## config.mk

```make
export PLATFORM = sky130hd
export DESIGN_NAME = rls_cell
export DESIGN_NICKNAME = d
export VERILOG_FILES = /design/src/rtl/rls_pkg.sv /design/src/rtl/rls_cell.sv
export SDC_FILE = /design/constraint.sdc
export NUM_CORES = 2
export LEC_CHECK = 0
export BUFFER_PORTS_ARGS = -buffer_cell sky130_fd_sc_hd__buf_2
export CAP_MARGIN = 20
export CORE_MARGIN = 3
export CORE_UTILIZATION = 35
export CTS_BUF_LIST = sky130_fd_sc_hd__clkbuf_8 sky130_fd_sc_hd__clkbuf_16
export DETAILED_ROUTE_END_ITERATION = 12
export GPL_ROUTABILITY_DRIVEN = 1
export SYNTH_ARGS = -nofsm -noshare
export SYNTH_HDL_FRONTEND = slang
export SYNTH_SLANG_ARGS = --single-unit
export TNS_END_PERCENT = 10
```

## constraint.sdc

```tcl
create_clock -name clk -period 0.8 [get_ports clk]
set_clock_uncertainty 0.05 [all_clocks]
set_input_delay 0 -clock clk [delete_from_list [all_inputs] [get_ports clk]]
set_output_delay 0 -clock clk [all_outputs]
set_load 0.01 [all_outputs]
```

## src/rtl/rls_pkg.sv

```systemverilog
// ----------------------------------------------------------------------------
// rls_pkg
// Shared types, codes and helpers for the resolution level selector.
// ----------------------------------------------------------------------------
`default_nettype none

package rls_pkg;

    localparam int DIM_W  = 32;
    localparam int AREA_W = 2 * DIM_W;
    localparam int LVL_W  = 6;
    localparam int MODE_W = 2;
    localparam int ADDR_W = 2;

    localparam int MAX_LEVELS_DEF = 32;

    localparam logic [MODE_W-1:0] MODE_CLOSEST = 2'd0;
    localparam logic [MODE_W-1:0] MODE_UP      = 2'd1;
    localparam logic [MODE_W-1:0] MODE_DOWN    = 2'd2;

    localparam logic [ADDR_W-1:0] REG_IMAGE_WIDTH  = 2'd0;
    localparam logic [ADDR_W-1:0] REG_IMAGE_HEIGHT = 2'd1;
    localparam logic [ADDR_W-1:0] REG_LEVEL_COUNT  = 2'd2;

    // one query as it travels along the chain
    typedef struct packed {
        logic [MODE_W-1:0] mode;
        logic [DIM_W-1:0]  req_width;
        logic [DIM_W-1:0]  req_height;
        logic [AREA_W-1:0] req_area;
        logic [AREA_W-1:0] diff;      // area difference at the receiving cell's level
        logic [AREA_W-1:0] best;
        logic [LVL_W-1:0]  best_k;
        logic              found;
        logic [DIM_W-1:0]  width;
        logic [DIM_W-1:0]  height;
    } item_t;

    function automatic logic [AREA_W-1:0] abs_diff(input logic [AREA_W-1:0] a,
                                                   input logic [AREA_W-1:0] b);
        abs_diff = (a > b) ? (a - b) : (b - a);
    endfunction

endpackage

`default_nettype wire

```

## src/rtl/rls_cell.sv

```systemverilog
// ----------------------------------------------------------------------------
// rls_cell
// One decomposition level: derives its size and area, updates the running
// choice of the passing transaction and forwards it.
// ----------------------------------------------------------------------------
`default_nettype none

module rls_cell #(
    parameter int K = 0
) (
    input  wire logic                             clk,
    input  wire logic                             rst_n,
    input  wire logic [rls_pkg::DIM_W-1:0]        image_width,
    input  wire logic [rls_pkg::DIM_W-1:0]        image_height,
    input  wire logic [rls_pkg::LVL_W-1:0]        lvl,
    input  wire logic [rls_pkg::AREA_W-1:0]       next_area,
    output logic      [rls_pkg::AREA_W-1:0]       area,
    input  wire logic                             in_vld,
    input  wire rls_pkg::item_t                   in_item,
    output logic                                  out_vld,
    output rls_pkg::item_t                        out_item
);

    localparam logic [rls_pkg::DIM_W:0]   ROUND = (33'd1 << K) - 33'd1;
    localparam logic [rls_pkg::LVL_W-1:0] KIDX  = rls_pkg::LVL_W'(K);

    logic [rls_pkg::DIM_W:0]    w_sum;
    logic [rls_pkg::DIM_W:0]    h_sum;
    logic [rls_pkg::DIM_W-1:0]  w;
    logic [rls_pkg::DIM_W-1:0]  h;
    logic [rls_pkg::AREA_W-1:0] area_reg;
    logic [rls_pkg::AREA_W-1:0] area_next;
    logic                       vld_reg;
    rls_pkg::item_t             item_reg;
    rls_pkg::item_t             item_next;
    logic                       active;
    logic                       covers;
    logic                       fits;
    logic                       take;

    assign w_sum     = {1'b0, image_width} + ROUND;
    assign h_sum     = {1'b0, image_height} + ROUND;
    assign w         = rls_pkg::DIM_W'(w_sum >> K);
    assign h         = rls_pkg::DIM_W'(h_sum >> K);
    assign area_next = rls_pkg::AREA_W'(w) * rls_pkg::AREA_W'(h);

    assign active = (KIDX <= lvl);
    assign covers = (w >= in_item.req_width) && (h >= in_item.req_height);
    assign fits   = (w <= in_item.req_width) && (h <= in_item.req_height);

    always_comb
    begin
        case (in_item.mode)
            rls_pkg::MODE_UP:
            begin
                take = (K == 0) || (active && covers);
            end
            rls_pkg::MODE_DOWN:
            begin
                take = active && !in_item.found && (fits || (KIDX == lvl));
            end
            default:
            begin
                take = (K == 0) || (active && (in_item.diff < in_item.best));
            end
        endcase
    end

    always_comb
    begin
        item_next      = in_item;
        item_next.diff = rls_pkg::abs_diff(next_area, in_item.req_area);
        if (take)
        begin
            item_next.best   = in_item.diff;
            item_next.best_k = KIDX;
            item_next.found  = 1'b1;
            item_next.width  = w;
            item_next.height = h;
        end
    end

    always_ff @(posedge clk)
    begin
        area_reg <= area_next;
        item_reg <= item_next;
    end

    always_ff @(posedge clk or negedge rst_n)
    begin
        if (!rst_n)
        begin
            vld_reg <= 1'b0;
        end
        else
        begin
            vld_reg <= in_vld;
        end
    end

    assign area     = area_reg;
    assign out_vld  = vld_reg;
    assign out_item = item_reg;

endmodule

`default_nettype wire

```

==> Yosys cells after proc, flatten, opt, wreduce, memory -nomap -nowiden <==
Index checks and enable logic that the tools add are counted.
W data, S select, Z words.
{ "word_totals": {"latchBits": 0, "mem_bits_rw": 0, "ff_bits": 394, "output_inout_bits": 394, "word_cells": 29, "mem_count": 0, "mem_bits_ro": 0} }
{ "classes": {"mux": 3, "div_mod_pow": 0, "add_sub_neg": 2, "n_mul": 1, "n_bitwise": 0, "eq_ne": 1, "n_lt_le_gt_ge": 4, "n_reduce_logical": 6, "shift": 0} }
{ "op_table": {"columns": ["cell", "count"], "rows": [
  ["$mux W135", 1],
  ["$sub A64 B64 Y64", 2],
  ["$gt A64 B64 Y1", 1],
  ["$le A32 B32 Y1", 2],
  ["$mul A32 B32 Y64", 1],
  ["$mux W64", 1],
  ["$le A1 B6 Y1 const A", 1],
  ["$logic_not A6 Y1", 1],
  ["$logic_and A1 B1 Y1", 3],
  ["$eq A2 B2 Y1 const B", 1],
  ["$logic_not A1 Y1", 1],
  ["$logic_or A1 B1 Y1", 1],
  ["$mux W1", 1]
]} }

==> Longest topological paths before layout <==
{ "logic_depth": {"depth_word": 6, "depth_mapped": 28, "depth_no_buf": 26} }

==> Worst setup path before layout <==
No wires, ideal clock.
{ "synth_path": {"path_type": "input-to-reg", "start": "in image_width[7] (netlist name)", "end": "reg area_reg (netlist bit area[62])", "arrival_time_ns": 6.571, "stages": 25, "n_path_buf": 1, "slack_ns": -5.893, "required_ns": 0.678, "cell_sequence": "clkbuf_1 -> nand2_1 -> fa_1 -> inv_1 -> fa_1 -> fa_1 -> inv_1 -> fa_1 -> inv_1 -> fa_1 -> ha_1 -> fa_1 -> inv_1 -> fa_1 -> inv_1 -> ha_1 -> and3_1 -> nand2_1 -> a2111o_1 -> a31o_2 -> o311ai_4 -> a31oi_1 -> o41a_1 -> o31ai_1 -> xor2_1"} }
{ "synth_via": {"elab_chain_cells": 1} }
{ "synth_rtl": {"columns": ["element", "line_no", "source"], "rows": [
  ["start: declaration", "rls_cell.sv:13", "input wire logic [rls_pkg::DIM_W-1:0] image_width,"],
  ["$mul A32 B32 Y64", "rls_cell.sv:45", "assign area_next = rls_pkg::AREA_W'(w) * rls_pkg::AREA_W'(h);"],
  ["named net area_next (one bit)", "rls_cell.sv:32", "logic [rls_pkg::AREA_W-1:0] area_next;"],
  ["end signal: assignment", "rls_cell.sv:85", "area_reg <= area_next;"],
  ["end: declaration", "rls_cell.sv:31", "logic [rls_pkg::AREA_W-1:0] area_reg;"]
]} }
The timed path passes the listed nets, and every way through them passes these cells.
A chain may end at the register's enable or synchronous reset.

==> Final worst setup path <==
{ "layout_path": {"start": "in image_height[5] (netlist name)", "end": "reg area_reg (netlist bit area[51])"} }
{ "layout_via": {"elab_chain_cells": 1} }
{ "layout_rtl": {"columns": ["element", "line_no", "source"], "rows": [
  ["start: declaration", "rls_cell.sv:14", "input wire logic [rls_pkg::DIM_W-1:0] image_height,"],
  ["$mul A32 B32 Y64", "rls_cell.sv:45", null],
  ["named net area_next (one bit)", "rls_cell.sv:32", null]
]} }
The timed path passes the listed nets, and every way through them passes these cells.

==> results.json <==
{
  "outcome": "finished, violations left",
  "violations": "hold timing, setup timing",
  "synthToLayoutAreaGrowth_pct": 49.2,
  "p_leak_nw": 41.5,
  "crit_arrival_ns": 6.97,
  "cts.reportedPaths.clkPinSlew_ns": 0.06,
  "first_iter_violations": 4756,
  "synth_edf_count": 0,
  "cp.required_ns": 1.28,
  "startpoint": "image_height[5]",
  "maxSlewViolCount": 0,
  "pin_count": 860,
  "finalHoldViolCount": 69,
  "cp_max_fo": 7,
  "coreArea_sq_mm": 0.157,
  "die_h_um": 404,
  "fin_nets": 10493,
  "post-route-drc-count": 0,
  "layout_commonest_cell": "buf_4",
  "track_usage_pct": 30.0,
  "timing.final.crit_period_ns": 6.48,
  "start_util_pct": 35.4,
  "via_count": 56550,
  "hold_path.class": "primary input to flip-flop",
  "synthDistinctLibCells": 79,
  "place.gp.congestion": 0.991,
  "grt_overflow": 0,
  "multi_input_area_sq_mm": 0.0453,
  "final_cells": 10801,
  "synth_ff_type": "dfxtp_1",
  "post_drt_wl_per_cell_um": 23.5,
  "htree_levels": 2,
  "cts_tree": "built",
  "synth_top_area_share_pct": 32.4,
  "path_class": "primary input to flip-flop",
  "ys_ff_latch": 394,
  "powerDensity_mw_per_mm2": 5450,
  "final-seq-area_sq_mm": 0.00789,
  "dr.pass1.iters": 6,
  "syn_nets": 8215,
  "antenna_left": 0,
  "grt_pass1_wl_um": 368000,
  "synth.avg_cell_area_sq_um": 8.67,
  "row_count": 145,
  "peakVddDrop_uv": 9240,
  "port_buffers": 859,
  "rsz0062_at_grt": "yes",
  "routed_via_density": 5.24,
  "yosys-top-cells-area": "fa_1 32%, dfxtp_1 14%, ha_1 10%",
  "fin_crit_sh_pct": 811,
  "cp-end-kind": "flip-flop",
  "dieWidth_um": 404,
  "antenna_found_initial": 49,
  "cts_buffers": 49,
  "synth_area_sq_mm": 0.0554,
  "place_ws_ns": -7.21,
  "hpwl_um": 202000,
  "relSlewSlack_pct": 37.0,
  "synthArstFlopShare_pct": 0.254,
  "grt_pass1_vias": 58088,
  "power_mw": 450,
  "largest_reg_flops": 329,
  "cp-start-kind": "primary input",
  "dieArea_sq_mm": 0.163,
  "synthCells": 6397,
  "clock-sinks": 394,
  "setup_violations": 660,
  "max-cap-violations": 0,
  "dp.cells": 10167,
  "setup_ws_ns": -5.68,
  "min_from": "next_area[1]",
  "final_util_pct": 52.8,
  "fillers": 14222,
  "fmax_mhz": 154,
  "layout_common_cells": "1182 x buf_4, 1028 x inv_1, 841 x fa_1",
  "clockBufferDepth": 3,
  "worst_pin_slew_ns": 0.934,
  "drive_above_1_share_pct": 33.1,
  "yosysSeqAreaShare_pct": 14.2,
  "synth_top_area_cell": "fa_1",
  "wl_um": 254000,
  "grt_max_degree": 50,
  "root_buffer": "clkbuf_16",
  "yosysWarnings": 0,
  "holdWs_ns": -0.337
}
Yosys cell counts (all sizes together), types with 82 or more instances:
| cell type | n |
|---|---|
| dfxtp | 393 |
| xnor2 | 82 |
| inv | 1068 |
| a21oi | 269 |
| ha | 454 |
| a221oi | 136 |
| a21o | 116 |
| nor2 | 138 |
| and3 | 142 |
| o21ai | 132 |
| nand4 | 185 |
| clkbuf | 376 |
| and2 | 580 |
| fa | 898 |
| nand3 | 166 |
| nand2 | 737 |
| nor2b | 144 |
metal layers:
layer	routed length, um	GRT usage (%)
met2	119000	49.1
met5	182	0
met3	21400	6.79
met4	17600	17.1
met1	95400	36.4
timing repair:
| item | 4_1_cts | 5_1_grt |
|---|---|---|
| endpoints found under the setup margin | 654 | 658 |
| pin swaps | 185 | 222 |
| gates resized for setup | 511 | 525 |
| hold endpoints to repair | 320 | 101 |
| cloned | 5 | 6 |
| hold buffers | 372 | 27 |
| setup buffers | 49 | 71 |
final timing paths:
path                                         end  slack, ns  cells past startpoint
max in group asynchronous      out_vld$_DFF_PN0_       0.51                      3
setup / recovery                area[51]$_DFF_P_      -5.68                     25
hold / removal             out_item[136]$_DFF_P_      -0.34                      3
min in group asynchronous      out_vld$_DFF_PN0_       0.09                      3
where the power goes:
part / switching [mW] / internal, mW / total (mW)
Combinational: 202 / 196 / 398
Clock: 10.6 / 14.6 / 25.2
Sequential: 1.47 / 25.4 / 26.9
cell type report:
type	count	share of cell area, %
clock inverter	37	0.634
multi-input combinational	4525	54.8
tap	2058	3.11
antenna	30	0.0908
sequential	394	9.54
inverter	1068	4.85
timing repair buffer	2637	25.5
clock buffer	52	1.53
stage by stage:
step / setup TNS (ns) / instance area (sq um)
after floorplan: -602.09 / 55800
after global placement: -866.50 / 71200
after detailed placement: -874.70 / 71200
after CTS: -798.35 / 79400
after global routing: -823.91 / 82700
final: -783.26 / 82700
kinds of logic after synthesis:
kind of cell               after synthesis  share of synthesized area (%)
DFF                                    394                           14.2
adders and majority gates             1352                           42.7
AOI/OAI and AO/OA                      866                           10.5
buffers and inverters                 1478                           10.1
and+or+nand+nor                       2157                           20.0
xor gates and xnor gates               123                           1.94
muxes                                   27                          0.492
critical path, cell delays in order:
cell       delay (ns)
buf_16           0.13
and2_4           0.17
fa_2             0.57
fa_2             0.44
fa_1             0.50
inv_2            0.04
fa_1             0.56
inv_2            0.05
fa_1             0.57
fa_2             0.44
fa_2             0.56
fa_2             0.46
ha_4             0.29
and2_4           0.16
nand3_4          0.07
buf_6            0.12
buf_6            0.10
or3_4            0.39
a211oi_4         0.28
o2111ai_4        0.20
a21oi_4          0.24
o21ai_4          0.10
o21ai_4          0.25
a31oi_2          0.13
xnor2_1          0.14
Note: power is estimated with default switching activity, not from simulation.
